**src/design/ts_sr_pkg.sv**
```systemverilog
package ts_sr_pkg;

	typedef logic [7:0]  byte_t;
	typedef logic [12:0] pid_t;

	// transport stream packet layout
	localparam byte_t PKT_LEN    = 8'd188;
	localparam byte_t SYNC_BYTE  = 8'h47;
	localparam byte_t HDR_LEN    = 8'd4;

	// header bit positions
	localparam int UNIT_START_BIT = 6;   // byte 1
	localparam int ADAPT_BIT      = 5;   // byte 3
	localparam int PAYLOAD_BIT    = 4;   // byte 3

endpackage

```
**src/design/ts_sr_if.sv**
```systemverilog
// Byte stream channel into the reassembler
interface ts_in_if;
	import ts_sr_pkg::*;

	logic  valid;
	logic  ready;
	byte_t ts_byte;
	logic  packet_first;

	modport source (output valid, output ts_byte, output packet_first, input ready);
	modport sink   (input valid, input ts_byte, input packet_first, output ready);
endinterface

// Section byte channel out of the reassembler
interface sec_out_if;
	import ts_sr_pkg::*;

	logic  valid;
	logic  ready;
	byte_t section_byte;
	logic  section_last;

	modport source (output valid, output section_byte, output section_last, input ready);
	modport sink   (input valid, input section_byte, input section_last, output ready);
endinterface

```
**src/design/ts_section_reassembler.sv**
```systemverilog
// Transport stream section reassembler.
// Channel ts: one stream byte per item, packet_first marks byte 0 of each
// 188-byte packet. Channel sec: one section byte per item, section_last on
// the final byte. cfg_we/cfg_wdata load the 13-bit PID filter (reset 0);
// write it only while the block is idle.
// Packets are kept when sync is 0x47, the PID matches, the continuity counter
// follows and the payload flag is set. Adaptation field and pointer byte are
// skipped; a section starts on a unit-start packet and runs for its length
// field plus 3 bytes, after which the rest of that packet is discarded.
// Throughput: one input item per clock while ts.ready is high. Each item is decoded in
// the cycle it is accepted and its result, if any, is registered in the output
// register, so it shows on sec.valid in the cycle after acceptance.
// When the receiver stalls, the output register holds its item and ts.ready
// drops only while that register is full and not being taken; a waiting
// result never blocks an item in the same cycle it is taken.
// Asynchronous reset initialises all filter state and clears the output valid flag.
module ts_section_reassembler (
	input  logic             clk,
	input  logic             arst_n,
	input  logic             cfg_we,
	input  ts_sr_pkg::pid_t  cfg_wdata,
	ts_in_if.sink            ts,
	sec_out_if.source        sec
);
	import ts_sr_pkg::*;

	typedef enum logic [1:0] {
		HS_IDLE   = 2'd0,
		HS_FIRST  = 2'd1,
		HS_SECOND = 2'd2,
		HS_BODY   = 2'd3
	} hdr_step_t;

	// state registers
	pid_t       pid_filter_q;
	byte_t      byte_index_q,    byte_index_n;
	logic       packet_keep_q,   packet_keep_n;
	logic [4:0] pid_high_q,      pid_high_n;
	logic       unit_start_q,    unit_start_n;
	logic [1:0] header_flags_q,  header_flags_n;
	byte_t      payload_begin_q, payload_begin_n;
	logic [3:0] last_cc_q,       last_cc_n;
	logic       cc_valid_q,      cc_valid_n;
	logic       sec_active_q,    sec_active_n;
	hdr_step_t  header_step_q,   header_step_n;
	logic [3:0] length_high_q,   length_high_n;
	logic [11:0] remaining_q,    remaining_n;
	logic       rest_dropped_q,  rest_dropped_n;

	// output register
	logic  out_valid_q;
	byte_t out_byte_q;
	logic  out_last_q;

	logic       acc;
	logic       emit_n;
	logic       last_n;
	byte_t      b;
	byte_t      pos;
	logic [3:0] cc;
	logic [8:0] begin_w;
	logic [11:0] len_w;
	logic [11:0] rem_dec;

	assign ts.ready         = !out_valid_q || sec.ready;
	assign acc              = ts.valid && ts.ready;
	assign sec.valid        = out_valid_q;
	assign sec.section_byte = out_byte_q;
	assign sec.section_last = out_last_q;

	assign b       = ts.ts_byte;
	assign cc      = b[3:0];
	assign begin_w = {1'b0, b} + 9'd5 + {8'd0, unit_start_q};
	assign len_w   = {length_high_q, b};
	assign rem_dec = (remaining_q != 12'd0) ? remaining_q - 12'd1 : remaining_q;

	// position within the packet, saturating past the end
	always_comb begin
		if (ts.packet_first)
			pos = 8'd0;
		else if (byte_index_q >= PKT_LEN)
			pos = PKT_LEN;
		else
			pos = byte_index_q + 8'd1;
	end

	// per-byte decode
	always_comb begin
		byte_index_n    = pos;
		packet_keep_n   = packet_keep_q;
		pid_high_n      = pid_high_q;
		unit_start_n    = unit_start_q;
		header_flags_n  = header_flags_q;
		payload_begin_n = payload_begin_q;
		last_cc_n       = last_cc_q;
		cc_valid_n      = cc_valid_q;
		sec_active_n    = sec_active_q;
		header_step_n   = header_step_q;
		length_high_n   = length_high_q;
		remaining_n     = remaining_q;
		rest_dropped_n  = rest_dropped_q;
		emit_n          = 1'b0;
		last_n          = 1'b0;

		if (pos == 8'd0) begin
			packet_keep_n   = (b == SYNC_BYTE);
			rest_dropped_n  = 1'b0;
			unit_start_n    = 1'b0;
			header_flags_n  = 2'b00;
			payload_begin_n = PKT_LEN;
		end else if (packet_keep_q && pos < PKT_LEN) begin
			if (pos == 8'd1) begin
				pid_high_n   = b[4:0];
				unit_start_n = b[UNIT_START_BIT];
			end else if (pos == 8'd2) begin
				if ({pid_high_q, b} != pid_filter_q)
					packet_keep_n = 1'b0;
			end else if (pos == 8'd3) begin
				if (cc_valid_q && cc != last_cc_q + 4'd1) begin
					packet_keep_n = 1'b0;
				end else begin
					last_cc_n      = cc;
					cc_valid_n     = 1'b1;
					header_flags_n = {b[PAYLOAD_BIT], b[ADAPT_BIT]};
					if (!b[PAYLOAD_BIT])
						packet_keep_n = 1'b0;
					else if (b[ADAPT_BIT])
						payload_begin_n = PKT_LEN;
					else
						payload_begin_n = HDR_LEN + {7'd0, unit_start_q};
				end
			end else if (pos == 8'd4 && header_flags_q[0]) begin
				// adaptation field length, clipped to packet end
				payload_begin_n = (begin_w > {1'b0, PKT_LEN}) ? PKT_LEN : begin_w[7:0];
			end else if (pos >= payload_begin_q && !rest_dropped_q) begin
				// section bytes
				if (!sec_active_q) begin
					if (unit_start_q) begin
						sec_active_n  = 1'b1;
						header_step_n = HS_FIRST;
						emit_n        = 1'b1;
					end
				end else begin
					emit_n = 1'b1;
					case (header_step_q)
						HS_FIRST: begin
							length_high_n = b[3:0];
							header_step_n = HS_SECOND;
						end
						HS_SECOND: begin
							remaining_n   = len_w;
							header_step_n = HS_BODY;
							last_n        = (len_w == 12'd0);
						end
						default: begin
							remaining_n = rem_dec;
							last_n      = (rem_dec == 12'd0);
						end
					endcase
				end
				if (last_n) begin
					sec_active_n   = 1'b0;
					header_step_n  = HS_IDLE;
					remaining_n    = 12'd0;
					rest_dropped_n = 1'b1;
				end
			end
		end
	end

	// state and output register
	always_ff @(posedge clk or negedge arst_n) begin
		if (!arst_n) begin
			pid_filter_q    <= '0;
			byte_index_q    <= '0;
			packet_keep_q   <= 1'b0;
			pid_high_q      <= '0;
			unit_start_q    <= 1'b0;
			header_flags_q  <= '0;
			payload_begin_q <= HDR_LEN;
			last_cc_q       <= '0;
			cc_valid_q      <= 1'b0;
			sec_active_q    <= 1'b0;
			header_step_q   <= HS_IDLE;
			length_high_q   <= '0;
			remaining_q     <= '0;
			rest_dropped_q  <= 1'b0;
			out_valid_q     <= 1'b0;
		end else begin
			if (cfg_we)
				pid_filter_q <= cfg_wdata;
			if (acc) begin
				byte_index_q    <= byte_index_n;
				packet_keep_q   <= packet_keep_n;
				pid_high_q      <= pid_high_n;
				unit_start_q    <= unit_start_n;
				header_flags_q  <= header_flags_n;
				payload_begin_q <= payload_begin_n;
				last_cc_q       <= last_cc_n;
				cc_valid_q      <= cc_valid_n;
				sec_active_q    <= sec_active_n;
				header_step_q   <= header_step_n;
				length_high_q   <= length_high_n;
				remaining_q     <= remaining_n;
				rest_dropped_q  <= rest_dropped_n;
				out_valid_q     <= emit_n;
			end else if (sec.ready) begin
				out_valid_q <= 1'b0;
			end
		end
	end

	// payload needs no reset
	always_ff @(posedge clk) begin
		if (acc && emit_n) begin
			out_byte_q <= b;
			out_last_q <= last_n;
		end
	end

`ifndef ASSERT_OFF
	// packet position never runs past the saturation point
	a_pos_range: assert property (@(posedge clk) disable iff (!arst_n)
		byte_index_q <= PKT_LEN)
		else $error("byte index beyond packet length");

	// header step tracks whether a section is open
	a_step_active: assert property (@(posedge clk) disable iff (!arst_n)
		sec_active_q == (header_step_q != HS_IDLE))
		else $error("header step out of step with section state");

	// a final byte closes the section and drops the rest of the packet
	a_last_drop: assert property (@(posedge clk) disable iff (!arst_n)
		(acc && emit_n && last_n) |=> (rest_dropped_q && !sec_active_q && out_last_q))
		else $error("section end not followed by drop");
`endif

endmodule

```
**src/flat_wrapper.sv**
```systemverilog
// flat-port wrapper written by rule: the top's interface ports become plain ports
module ts_section_reassembler_flat import ts_sr_pkg::*;
  (clk, arst_n, cfg_we, cfg_wdata, ts_valid, ts_ts_byte, ts_packet_first, ts_ready, sec_valid, sec_section_byte, sec_section_last, sec_ready);
  ts_in_if ts_i ();
  sec_out_if sec_i ();
  input  logic clk;
  input  logic arst_n;
  input  logic cfg_we;
  input  ts_sr_pkg::pid_t cfg_wdata;
  input wire logic [$bits(ts_i.valid)-1:0] ts_valid;
  input wire logic [$bits(ts_i.ts_byte)-1:0] ts_ts_byte;
  input wire logic [$bits(ts_i.packet_first)-1:0] ts_packet_first;
  output wire logic [$bits(ts_i.ready)-1:0] ts_ready;
  output wire logic [$bits(sec_i.valid)-1:0] sec_valid;
  output wire logic [$bits(sec_i.section_byte)-1:0] sec_section_byte;
  output wire logic [$bits(sec_i.section_last)-1:0] sec_section_last;
  input wire logic [$bits(sec_i.ready)-1:0] sec_ready;
  assign ts_i.valid = ts_valid;
  assign ts_i.ts_byte = ts_ts_byte;
  assign ts_i.packet_first = ts_packet_first;
  assign ts_ready = ts_i.ready;
  assign sec_valid = sec_i.valid;
  assign sec_section_byte = sec_i.section_byte;
  assign sec_section_last = sec_i.section_last;
  assign sec_i.ready = sec_ready;
  ts_section_reassembler u_core (.clk(clk), .arst_n(arst_n), .cfg_we(cfg_we), .cfg_wdata(cfg_wdata), .ts(ts_i), .sec(sec_i));
endmodule
```
**config.mk**
```make
export PLATFORM = sky130hd
export DESIGN_NAME = ts_section_reassembler_flat
export DESIGN_NICKNAME = d
export VERILOG_FILES = /design/src/design/ts_sr_pkg.sv /design/src/design/ts_sr_if.sv /design/src/design/ts_section_reassembler.sv /design/src/flat_wrapper.sv
export SDC_FILE = /design/constraint.sdc
export NUM_CORES = 1
export LEC_CHECK = 0
export BUFFER_PORTS_ARGS = -buffer_cell sky130_fd_sc_hd__buf_2
export CAP_MARGIN = 20
export CORE_MARGIN = 5
export CORE_UTILIZATION = 55
export DETAILED_ROUTE_END_ITERATION = 16
export PLACE_DENSITY_LB_ADDON = 0.15
export SYNTH_ARGS = -nofsm -noshare
export SYNTH_HDL_FRONTEND = slang
export SYNTH_SLANG_ARGS = --single-unit
export TNS_END_PERCENT = 20
```
**constraint.sdc**
```tcl
create_clock -name clk -period 10.69 [get_ports clk]
set_clock_uncertainty 0.1 [all_clocks]
set_input_delay 1.6035 -clock clk [delete_from_list [all_inputs] [get_ports clk]]
set_output_delay 1.6035 -clock clk [all_outputs]
set_load 0.05 [all_outputs]
```
* Word-level counts from Yosys, hierarchy flattened
Index checks and enable logic that the tools add are counted.
W data, S select, Z words.
** Storage, ports and cells
- Register bits after elaboration :: 72
- Bits of input ports :: 27
- Output and inout bits :: 11
- Logic and storage cells :: 156
** Operators by class
- $add $sub $neg :: 6
- $lt $le $gt $ge :: 4
- Eq/ne operators :: 20
- Mux-type cells :: 66
- Bitwise gates (word level) :: 8
- Reductions and logical operators :: 35
** Operators by type and width (number)
- $mux W8 :: 12
- $mux W1 :: 45
- $mux W12 :: 3
- $reduce_and A10 Y1 :: 3
- $logic_not A12 Y1 :: 2
- $pmux W12 S2 :: 1
- $eq A8 B2 Y1 const B :: 2
- $reduce_and A8 Y1 :: 2
- $reduce_and A7 Y1 :: 2
- $reduce_bool A2 Y1 :: 7
- $ne A13 B13 Y1 :: 1
- $ne A2 B1 Y1 const B :: 6
- $reduce_and A6 Y1 :: 2
- $reduce_bool A12 Y1 :: 1
- $sub A12 B1 Y12 const B :: 1
- $add A8 B3 Y9 const B :: 1
- $add A9 B1 Y9 :: 1
- $gt A9 B8 Y1 const B :: 1
- $ne A3 B2 Y1 const B :: 3
- $reduce_bool A3 Y1 :: 3
- $add A8 B1 Y8 const B :: 1
- $eq A8 B1 Y1 const B :: 1
- $eq A8 B3 Y1 const B :: 1
- $eq A8 B7 Y1 const B :: 1
- 21 further kinds :: 36

* Logic depth before layout (Yosys ltp)
Gate-level depths: netlist of run 1.
- Depth in word-level cells :: 20
- Depth in mapped cells :: 15
- Depth with buffers taken out :: 13

* Worst setup path before layout of run 1
No wires, ideal clock.
- Path type :: in2reg
- From :: in ts_packet_first
- To :: reg u_core.out_byte_q[0] (netlist: u_core.sec.section_byte[0]) (enable)
- Setup time :: 0.333 ns
- Arrival time :: 4.284 ns
- Required time :: 10.257 ns
- Slack :: 5.973 ns
- Stages :: 12
- Buffers on the path :: 2
- Path through :: clkbuf_1 > nand2b_1 > nor2_1 > ha_1 > and3_1 > nand3_1 > a2111oi_2 > a2111oi_0 > or4_1 > clkbuf_4 > or3_1 > inv_1
** On the way
- Longest elaborated chain between the ends :: 11
- Elaborated cells on any way between the ends :: 19
- Those cells by class :: 2 x order compare; 4 x eq/ne; 8 x mux; 5 x reduce/logical
** Ends and longest elaborated chain
- start, declared :: line flat_wrapper.sv:12 : input wire logic [$bits(ts_i.packet_first)-1:0] ts_packet_first;
- $mux W8 (*) :: line ts_section_reassembler.sv:79 : if (ts.packet_first)
- net u_core.byte_index_n[6] :: line ts_section_reassembler.sv:36 : byte_t byte_index_q, byte_index_n;
- $ge A8 B8 Y1 :: line ts_section_reassembler.sv:135 : end else if (pos >= payload_begin_q && !rest_dropped_q) begin
- $logic_and A1 B1 Y1 :: line ts_section_reassembler.sv:135
- $mux W1 :: line ts_section_reassembler.sv:135
- $mux W1 :: line ts_section_reassembler.sv:132 : end else if (pos == 8'd4 && header_flags_q[0]) begin
- $mux W1 :: line ts_section_reassembler.sv:118 : end else if (pos == 8'd3) begin
- $mux W1 :: line ts_section_reassembler.sv:115 : end else if (pos == 8'd2) begin
- $mux W1 :: line ts_section_reassembler.sv:112 : if (pos == 8'd1) begin
- $mux W1 :: line ts_section_reassembler.sv:111 : end else if (packet_keep_q && pos < PKT_LEN) begin
- $mux W1 (*) :: line ts_section_reassembler.sv:105 : if (pos == 8'd0) begin
- $logic_and A1 B1 Y1 (*) :: line ts_section_reassembler.sv:215 : if (acc && emit_n) begin
- end signal, assigned :: line ts_section_reassembler.sv:216 : out_byte_q <= b;
- end, declared :: line ts_section_reassembler.sv:52 : byte_t out_byte_q;
The timed path passes the listed nets; every way through them passes the cells marked *.
A chain may end at the register's enable or synchronous reset.

* Worst setup path in the final report of run 1
- From :: in ts_packet_first
- To :: reg u_core.out_byte_q[2] (netlist: u_core.sec.section_byte[2]) (enable)
** On the way
- Longest elaborated chain between the ends :: 11
- Elaborated cells on any way between the ends :: 19
- Those cells by class :: 2 x order compare; 4 x eq/ne; 8 x mux; 5 x reduce/logical
** Ends and longest elaborated chain (line)
- $mux W8 (*) :: ts_section_reassembler.sv:79
- $ge A8 B8 Y1 :: ts_section_reassembler.sv:135
- $logic_and A1 B1 Y1 :: ts_section_reassembler.sv:135
- $mux W1 :: ts_section_reassembler.sv:135
- $mux W1 :: ts_section_reassembler.sv:132
- $mux W1 :: ts_section_reassembler.sv:118
- $mux W1 :: ts_section_reassembler.sv:115
- $mux W1 :: ts_section_reassembler.sv:112
- $mux W1 :: ts_section_reassembler.sv:111
- $mux W1 (*) :: ts_section_reassembler.sv:105
- $logic_and A1 B1 Y1 (*) :: ts_section_reassembler.sv:215
Mark *: on every way between the ends. The rest lies on a longest branch, timed or not.

==> results of run 1 <==
-- kinds of logic after synthesis --
group,Yosys count
xor+xnor,27
fa+ha+maj,15
flops,72
compound gates,112
simple gates,183
buf+inv,58
mux,50
-- registers in the layout (all words and copies together), names as in the netlist --
register	count
u_core.pid_filter_q	13
u_core.remaining_q	12
u_core.byte_index_q	8
u_core.payload_begin_q	8
u_core.sec.section_byte	8
u_core.pid_high_q	5
u_core.last_cc_q	4
u_core.length_high_q	4
u_core.header_step_q	2
u_core.cc_valid_q	1
u_core.header_flags_q	1
u_core.packet_keep_q	1
u_core.rest_dropped_q	1
u_core.sec.section_last	1
u_core.sec.valid	1
u_core.sec_active_q	1
u_core.unit_start_q	1
-- critical path: stages --
cell and delay [ns]:
buf_2 0.18, a21oi_1 0.30, nand2_1 0.15, ha_1 0.30, nand2b_1 0.09, a21oi_1 0.10
a2111oi_2 0.38, a2111oi_0 0.15, or4_1 0.79, or3_1 0.52, inv_1 0.31
-- layer usage --
metal | track usage | routed length (um)
met2 | 0.348 | 5680
met4 | 0.0676 | 193
met5 | 0 | 0
met1 | 0.309 | 5490
met3 | 0.0425 | 804
-- power groups by stage --
stage / sequential (mW) / clock, mW / combinational [mW]
finish: 0.321 / 0.244 / 0.117
CTS: 0.321 / 0.245 / 0.117
global route: 0.324 / 0.258 / 0.129
floorplan: 0.318 / 0 / 0.0870
global placement: 0.324 / 0 / 0.113
detailed placement: 0.326 / 0 / 0.116
-- per-stage QoR --
| stage | hold slack [ns] | std cells | power, mW |
|---|---|---|---|
| finish | 0.408 | 648 | 0.682 |
| global route | 0.417 | 648 | 0.712 |
| CTS | 0.417 | 648 | 0.682 |
| detailed placement | 0.398 | 632 | 0.442 |
| global placement | 0.391 | 632 | 0.437 |
| floorplan | 0.341 | 517 | 0.405 |
-- placed cells by master (no fill, tap or decap), types with 5 or more instances in the layout --
master	synthesis	layout
buf_2	3	37
mux2_2	34	34
o31ai_1	6	6
ha_1	15	15
nand2b_1	5	5
nor4_1	13	13
mux2_4	5	5
nand4_1	5	5
edfxtp_1	9	9
inv_1	26	26
xor2_1	12	12
nor3_1	9	9
dfrtp_1	62	62
nand2_1	45	45
or3_1	5	5
o21ai_0	22	22
o2bb2ai_1	5	5
clkbuf_8	3	9
o41ai_1	5	5
xnor2_1	15	15
nor2_1	41	41
and3_1	6	6
nand3_1	14	14
mux2i_1	11	11
a21oi_1	21	21
-- worst min path at each step --
stage | startpoint | end | slack [ns]
after floorplan | u_core.cc_valid_q$_DFFE_PN0P_ | u_core.cc_valid_q$_DFFE_PN0P_ | 0.34
after global routing | u_core.cc_valid_q$_DFFE_PN0P_ | u_core.cc_valid_q$_DFFE_PN0P_ | 0.42
after detailed placement | u_core.cc_valid_q$_DFFE_PN0P_ | u_core.cc_valid_q$_DFFE_PN0P_ | 0.40
after CTS | u_core.cc_valid_q$_DFFE_PN0P_ | u_core.cc_valid_q$_DFFE_PN0P_ | 0.42
after global placement | u_core.payload_begin_q[6]$_DFFE_PN0P_ | u_core.payload_begin_q[6]$_DFFE_PN0P_ | 0.39
final | u_core.cc_valid_q$_DFFE_PN0P_ | u_core.cc_valid_q$_DFFE_PN0P_ | 0.41
-- synthesized netlist by cell type (all sizes together) (4+ instances only) --
cell type,number,area share
nand4,5,0.0063
o2bb2ai,5,0.0089
nand2,45,0.034
nand3b,4,0.0061
nor2b,4,0.0051
edfxtp,9,0.055
nand2b,5,0.0063
nor3,12,0.016
o21ai,22,0.022
xnor2,15,0.027
o41ai,5,0.0089
a21o,4,0.0061
dfrtp,62,0.31
or4,6,0.010
a21oi,21,0.021
mux2,39,0.093
nor2,42,0.032
xor2,12,0.021
nand3,14,0.014
ha,15,0.038
mux2i,11,0.022
inv,26,0.020
clkbuf,24,0.025
o31ai,6,0.0091
and3,7,0.0091
or3,5,0.0063
o22ai,4,0.0063
a2111oi,4,0.0084
nor4,14,0.019
o211ai,4,0.0061
a31oi,5,0.0076
buf,8,0.011
-- cell type report --
type / count / share of cell area
multi-input cells: 387 / 0.528
flip-flops and latches: 72 / 0.348
repair buffers: 39 / 0.0377
clock buffers: 10 / 0.0281
well taps: 108 / 0.0255
inverters: 26 / 0.0184
clock inverters: 6 / 0.0134
==> impl_metrics.toml, run 1 <==
[logic_synthesis]
yosysWarningCount = 0
synthSimpleGateAreaFrac = 0.201
synth_xor_area_frac = 0.0480
synth_top_family_by_area = "simple AND/OR/NAND/NOR gates"
synth_edf_count = 9
synth_nets = 559
synthMuxAreaShare = 0.115
synth-async-reset-ratio = 0.875
ys_ff_latch = 72
synth_cells = 517
avgSynthCellArea_um2 = 9.54
syn_area_um2 = 4930
synth_compound_area_frac = 0.166
synth_cell_types = 82
synth_adder_area_share = 0.0381
synth_flop_cell = "dfrtp_1"
ys_seq_area_frac = 0.375

[global_routing]
grt_pass1_vias = 3995
grt_max_degree = 64
antenna_found_initial = 0
grt.overflow.total = 0
grt_pass1_wl_um = 20000
track_usage = 0.221

[floorplanning]
start_util = 0.565
fp-row-count = 34
die_h_um = 105
pin_count = 38
die-area_um2 = 11000
core_area_um2 = 8720
fp.dieW_um = 105

[critical_path]
critPathRequiredTime_ns = 10.61
path_class = "in -> reg"
start_kind = "input pin"
endpoint = "u_core.sec.section_byte[2]$_DFFE_PP_"
crit_path_end_kind = "flip-flop"
critical_path.max_fanout = 15
crit_arrival_ns = 4.88
reg2reg_depth = 12
r2r-end = "u_core.sec.section_byte[2]$_DFFE_PP_"
rr_startpoint = "u_core.byte_index_q[0]$_DFFE_PN0P_"
startpoint = "ts_packet_first"
ff2ff_setup_slack_ns = 6.01

[sta]
hold_viol = 0
max-slew-margin-rel = 0.408
worst_pin_slew_ns = 0.879
slew_violations = 0
finalSetupViolCount = 0
fin_crit_sh = 0.464
rsz0062_at_grt = "no"
tns_ns = 0
fin_ws_ns = 5.73
fmax_mhz = 202
finalCriticalPeriod_ns = 4.96

[hold_path]
hold_path_depth = 1
hold_class = "reg -> reg"

[pwr]
combinationalPowerShare = 0.171
power.switching_mw = 0.202
p_sw_frac = 0.297
pwr-share-seq = 0.471
p_leak_nw = 2.29
p_per_area_nw_per_um2 = 128
vdd_drop_max_mv = 0.102
clockPowerShare = 0.358
p_int_mw = 0.479

[placement]
dp_slack_ns = 5.36
io_buffers = 37
dpl_cell_area_um2 = 5080
gp_congestion = 0.836
hpwl_um = 8740

[clock_network]
htree_levels = 3
cts_setup_buffers = 0
cts.sinks = 72
cts_buffers = 9
clk_latency_ns = 0.35
post_cts_resized = 0
cts_tree = "done"
cts_hold_buf = 0
cts_root_buf = "clkbuf_8"
clk_pin_slew_worst_paths_ns = 0.08
cts_max_path_buffers = 2

[layout]
design_area_um2 = 5300
antenna_cells = 0
register_area_um2 = 1850
syn_to_final_growth_pct = 7.59
multi_input_area_um2 = 2800
n_fill_cell = 760
fin_util = 0.608
drive_above_1_share = 0.220
layout.nets = 577

[route]
first_iter_violations = 313
wl_per_cell_um = 18.8
first_pass_iters = 7
totalWireLength_um = 12200
num_vias = 4099
post-route-drc-count = 0
ant_nets = 0
avgViaCountPerCell = 6.33

[status]
status = "complete, no violations"

[job]
maxCapViolCount = 0
Note: power is estimated with default switching activity, not from simulation.
==> run 2, diff against run 1 <==
--- a/config.mk
+++ b/config.mk
@@ -5,6 +5,7 @@
 export SDC_FILE = /design/constraint.sdc
 export NUM_CORES = 1
 export LEC_CHECK = 0
+export ABC_AREA = 1
 export BUFFER_PORTS_ARGS = -buffer_cell sky130_fd_sc_hd__buf_2
 export CAP_MARGIN = 20
 export CORE_MARGIN = 5
==> constraint.sdc (replaced) <==
create_clock -name clk -period 4.52 [get_ports clk]
set_clock_uncertainty 0.1 [all_clocks]
set_input_delay 0.678 -clock clk [delete_from_list [all_inputs] [get_ports clk]]
set_output_delay 0.678 -clock clk [all_outputs]
set_load 0.05 [all_outputs]
==> impl_metrics.toml, run 2 <==
[route]
post-route-drc-count = 0
first_iter_violations = 261
first_pass_iters = 5
totalWireLength_um = 11600
avgViaCountPerCell = 5.55
num_vias = 4409
ant_nets = 0
wl_per_cell_um = 14.6

[placement]
dp_slack_ns = 1.31
gp_congestion = 0.848
io_buffers = 37
place_inst = 779
hpwl_um = 8850

[logic_synthesis]
synth_flop_cell = "dfrtp_1"
synth_area_leader_cell = "dfrtp_1"
synth.area.top_cells = "dfrtp_1 32%, nand2_1 13%, inv_1 6.4%"
synth_cells = 651
syn_area_um2 = 4900
synth_cell_types = 40
synthTopCellsByCount = "166 x nand2_1, 83 x inv_1, 62 x dfrtp_1, 57 x nor2_1, 42 x nand3_1"
ys_seq_area_frac = 0.377
yosysTopAreaCellShare = 0.316
ys_ff_latch = 72
yosysMostFrequentCell = "nand2_1"
synth-async-reset-ratio = 0.875
synth_nets = 693
avgSynthCellArea_um2 = 7.53
yosysWarningCount = 0
synth_edf_count = 9

[critical_path]
start_kind = "flip-flop"
path_class = "reg -> reg"
rr_startpoint = "u_core.byte_index_q[4]$_DFFE_PN0P_"
critical_path.max_fanout = 13
startpoint = "u_core.byte_index_q[4]$_DFFE_PN0P_"
crit_arrival_ns = 3.37
critPathRequiredTime_ns = 4.66
crit_path_end_kind = "flip-flop"

[pwr]
p_per_area_nw_per_um2 = 302
p_int_mw = 1.11
p_leak_nw = 2.77
p_sw_frac = 0.314
power.switching_mw = 0.505
pwr-share-seq = 0.459
p_total_mw = 1.61
combinationalPowerShare = 0.205
vdd_drop_max_mv = 0.227
clockPowerShare = 0.336

[clock_network]
post_cts_resized = 0
clk_latency_ns = 0.36
cts_setup_buffers = 0
clk_pin_slew_worst_paths_ns = 0.09
cts_buffers = 9
cts_max_path_buffers = 2
cts_tree = "done"
cts.sinks = 72
cts_root_buf = "clkbuf_8"
cts_hold_buf = 0
htree_levels = 3

[sta]
finalCriticalPeriod_ns = 3.23
finalSetupViolCount = 0
fin_crit_sh = 0.715
worst_pin_slew_ns = 0.898
fmax_mhz = 310
tns_ns = 0
slew_violations = 0
max-slew-margin-rel = 0.401
rsz0062_at_grt = "no"
hold_viol = 0
fin_ws_ns = 1.29

[layout]
layout.nets = 724
fin_util = 0.612
antenna_cells = 0
top_register = "u_core.pid_filter_q"
largest_reg_flops = 13
top_regs = "u_core.pid_filter_q x13, u_core.remaining_q x12"
syn_to_final_growth_pct = 8.83
final_cell_count_no_fill = 795
final_common_cell = "nand2_1"
drive_above_1_share = 0.175
final_cell_mix = "166 x nand2_1, 83 x inv_1, 62 x dfrtp_1"

[job]
maxCapViolCount = 0

[floorplanning]
fp.dieW_um = 104
core_area_um2 = 8720
die_h_um = 104
die-area_um2 = 10900
start_util = 0.562
pin_count = 38
fp-row-count = 34

[global_routing]
track_usage = 0.221
grt_pass1_vias = 4257
grt_pass1_wl_um = 20200
grt.overflow.total = 0
antenna_found_initial = 0
grt_max_degree = 40

[hold_path]
hold_class = "in -> async"

[status]
status = "complete, no violations"
## run 2: cell types whose count changed in the layout (fill, tap and decap cells not counted), moves of 17 or more
cell     change
o21ai_0     +17
nand2_1    +121
mux2_2      -25
inv_1       +57
nand3_1     +28
nand4_1     +25
## run 2: cells by family (layout without fill, tap and decap cells)
kind of cell	after synthesis	after routing	synth area share
fa+ha+maj	15	15	0.0383
xor+xnor	21	21	0.0375
buf+inv	105	141	0.0880
mux	9	9	0.0207
flops	72	72	0.377
simple gates	357	357	0.354
compound gates	72	72	0.0847
## run 2: routing by layer
layer	share of wire	global-route usage	wire (um)
met1	0.46	0.306	5410
met3	0.050	0.0410	578
met5	0	0	0
met2	0.47	0.350	5430
met4	0.019	0.0722	217
## run 2: per-stage QoR
stage          instance area (um2)  hold slack, ns
4_1_cts                       5340           0.366
6_report                      5340           0.344
3_3_place_gp                  5130           0.352
2_1_floorplan                 4900           0.282
5_1_grt                       5340           0.408
3_5_place_dp                  5130           0.361
## run 2: worst paths after layout
| path | end | slack (ns) | cells after the start |
|---|---|---|---|
| setup / recovery | u_core.remaining_q[11]$_DFFE_PN0P_ | 1.29 | 20 |
| min in group clk | u_core.cc_valid_q$_DFFE_PN0P_ | 0.38 | 2 |
| hold / removal | u_core.remaining_q[3]$_DFFE_PN0P_ | 0.34 | 1 |
| max in group asynchronous | u_core.payload_begin_q[2]$_DFFE_PN1P_ | 3.06 | 2 |
| hold reg to reg | u_core.cc_valid_q$_DFFE_PN0P_ | 0.38 | 2 |
| setup reg to reg | u_core.remaining_q[11]$_DFFE_PN0P_ | 1.29 | 20 |
## run 2: cell type report
type / count / area (um2)
Multi-Input combinational cell: 474 / 2630
Inverter: 87 / 327
Clock buffer: 10 / 138
Tap cell: 108 / 135
Clock inverter: 6 / 72.6
Fill cell: 781 / 3380
Sequential cell: 72 / 1850
Timing Repair Buffer: 38 / 193
## run 2: critical path, cell delays in order, from the launching register on
cell     delay (ns)
dfrtp_1        0.46
nand2_2        0.15
inv_1          0.05
nand3_1        0.09
nand2_1        0.08
nor2_2         0.16
nand2_2        0.14
ha_1           0.30
o21ai_0        0.09
nand2_1        0.08
o21ai_0        0.07
inv_1          0.06
nand2_1        0.04
nand2_1        0.05
nand2_1        0.04
nand2_1        0.08
nand4_1        0.13
nor2_2         0.40
nand2_1        0.36
nand2_1        0.15
nand2_1        0.05
## run 2: power groups by stage
| stage | Sequential [mW] | Clock (mW) | Combinational (mW) |
|---|---|---|---|
| 2_1_floorplan | 0.744 | 0 | 0.248 |
| 3_3_place_gp | 0.750 | 0 | 0.320 |
| 3_5_place_dp | 0.752 | 0 | 0.329 |
| 4_1_cts | 0.738 | 0.553 | 0.333 |
| 5_1_grt | 0.745 | 0.579 | 0.379 |
| 6_report | 0.739 | 0.542 | 0.330 |
==> run 3, diff against run 2 <==
--- a/config.mk
+++ b/config.mk
@@ -5,7 +5,7 @@
 export SDC_FILE = /design/constraint.sdc
 export NUM_CORES = 1
 export LEC_CHECK = 0
-export ABC_AREA = 1
+export ABC_AREA = 0
 export BUFFER_PORTS_ARGS = -buffer_cell sky130_fd_sc_hd__buf_2
 export CAP_MARGIN = 20
 export CORE_MARGIN = 5
==> constraint.sdc (replaced) <==
create_clock -name clk -period 3.1 [get_ports clk]
set_clock_uncertainty 0.1 [all_clocks]
set_input_delay 0.465 -clock clk [delete_from_list [all_inputs] [get_ports clk]]
set_output_delay 0.465 -clock clk [all_outputs]
set_load 0.05 [all_outputs]
==> impl_metrics.toml, run 3 (synthesized netlist as in run 1, its figures left out) <==
[critical_path]
cp_slowest_cell = "dfrtp_2"
crit_top_cell = "a2111oi_4"
path_class = "reg -> reg"
critical_path.top_delay_family = "simple AND/OR/NAND/NOR gates"
critPathRequiredTime_ns = 3.08
crit_path_end_kind = "flip-flop"
worstPathCellList = "and4_4, a41oi_2, nor2_1, ha_1, and3_4, nand3_4, a2111oi_4, a2111oi_4, or4_4, buf_6, or3_4, inv_4"
slowest_delay_ns = 0.45
critical_path.max_fanout = 6
crit_buf_inv = 2
crit_arrival_ns = 3.49
start_kind = "flip-flop"

[clock_network]
clk_latency_ns = 0.35
cts_max_path_buffers = 2
cts_root_buf = "clkbuf_8"
cts.sinks = 72
cts_hold_buf = 0
htree_levels = 3
cts_tree = "done"
cts_buffers = 9
clk_pin_slew_worst_paths_ns = 0.09

[route]
first_iter_violations = 347
ant_nets = 0
totalWireLength_um = 13500
avgViaCountPerCell = 6.26
wl_per_cell_um = 18.5
first_pass_iters = 5
num_vias = 4576
post-route-drc-count = 0

[global_routing]
grt.overflow.total = 0
track_usage = 0.244
antenna_found_initial = 0
grt_pass1_wl_um = 22100
grt_max_degree = 40
grt_pass1_vias = 4485

[layout]
fin_util = 0.702
final_cell_mix = "78 x buf_4, 60 x dfrtp_1, 45 x nand2_1"
n_fill_cell = 651
antenna_cells = 0
top_register = "u_core.pid_filter_q"
syn_to_final_growth_pct = 24.2
layout.nets = 660
largest_reg_flops = 13
top_regs = "u_core.pid_filter_q x13, u_core.remaining_q x12"
drive_above_1_share = 0.368
final_common_cell = "buf_4"

[sta]
worst_pin_slew_ns = 0.589
timing.hold.ws_ns = 0.00792
slew_violations = 0
rsz0062_at_grt = "yes"
hold_viol = 0
max-slew-margin-rel = 0.604
finalCriticalPeriod_ns = 3.51
finalSetupViolCount = 31
fmax_mhz = 285
fin_crit_sh = 1.13
fin_ws_ns = -0.408

[floorplanning]
die-area_um2 = 11000
pin_count = 38
fp-row-count = 34
die_h_um = 105
core_area_um2 = 8720
fp.dieW_um = 105
start_util = 0.565

[pwr]
p_leak_nw = 2.73
vdd_drop_max_mv = 0.328
p_per_area_nw_per_um2 = 383

[job]
maxCapViolCount = 0

[hold_path]
hold_class = "in -> async"

[placement]
dp_slack_ns = -0.390
gp_congestion = 0.918
hpwl_um = 9830
io_buffers = 37

[status]
status = "complete, but fails checks"
violations = "setup timing"
run 3: area by class of cell:
class                           count  area (um2)  share of cell area
Clock inverter                      7        58.8             0.00960
Sequential cell                    72        1850               0.302
Tap cell                          108         135              0.0221
Multi-Input combinational cell    387        3000               0.489
Timing Repair Buffer              121         847               0.138
Inverter                           26         105              0.0172
Timing Repair inverter              1        6.26             0.00102
Clock buffer                        9         124              0.0202
run 3: metrics by stage:
step           total power [mW]  std cells  setup TNS, ns  cell area, um2
2_1_floorplan              1.41        517          -6.41            4970
3_3_place_gp               1.57        707          -8.39            5680
3_5_place_dp               1.59        707         -10.04            5680
4_1_cts                    2.32        727          -7.96            6000
5_1_grt                    2.47        731         -13.54            6120
6_report                   2.34        731          -9.93            6120
run 3: worst register-to-register path, stage by stage (launching register included):
cell and delay, ns:
dfrtp_2 0.45, and4_4 0.21, a41oi_2 0.21, nor2_1 0.10, ha_1 0.35, and3_4 0.21, nand3_4 0.07, a2111oi_4 0.38
a2111oi_4 0.07, or4_4 0.43, buf_6 0.15, or3_4 0.40, inv_4 0.11
run 3: path summary, 6_finish.rpt:
path                                               startpoint                                     to  slack (ns)  cells past startpoint
max                        u_core.byte_index_q[4]$_DFFE_PN0P_  u_core.sec.section_last$_SDFFCE_PP0P_       -0.41                     12
min                                                    arst_n  u_core.payload_begin_q[6]$_DFFE_PN0P_       0.008                      2
max reg2reg                u_core.byte_index_q[4]$_DFFE_PN0P_  u_core.sec.section_last$_SDFFCE_PP0P_       -0.41                     12
min reg2reg                     u_core.cc_valid_q$_DFFE_PN0P_          u_core.cc_valid_q$_DFFE_PN0P_        0.42                      1
max in group asynchronous                              arst_n     u_core.byte_index_q[7]$_DFFE_PN0P_        2.43                      2
min in group clk                                 cfg_wdata[8]     u_core.pid_filter_q[8]$_DFFE_PN0P_        0.24                      2
run 3: metal layers:
| layer | GRT usage | share of wire | wire, um |
|---|---|---|---|
| met1 | 0.332 | 0.43 | 5790 |
| met2 | 0.403 | 0.48 | 6540 |
| met3 | 0.0364 | 0.068 | 912 |
| met4 | 0.0785 | 0.019 | 257 |
| met5 | 0 | 0 | 0 |
run 3: what timing repair did:
action                                  CTS  global route
gates cloned                              1             0
pin swaps                                 8            16
endpoints found under the setup margin   31            38
resized for setup                        20            19
setup buffers                             3             4
run 3: power by group:
group / total (mW) / switching, mW / leakage, nW / internal (mW)
Clock: 0.720 / 0.416 / 0.0925 / 0.305
Combinational: 0.525 / 0.274 / 1.77 / 0.251
Sequential: 1.10 / 0.0577 / 0.876 / 1.04
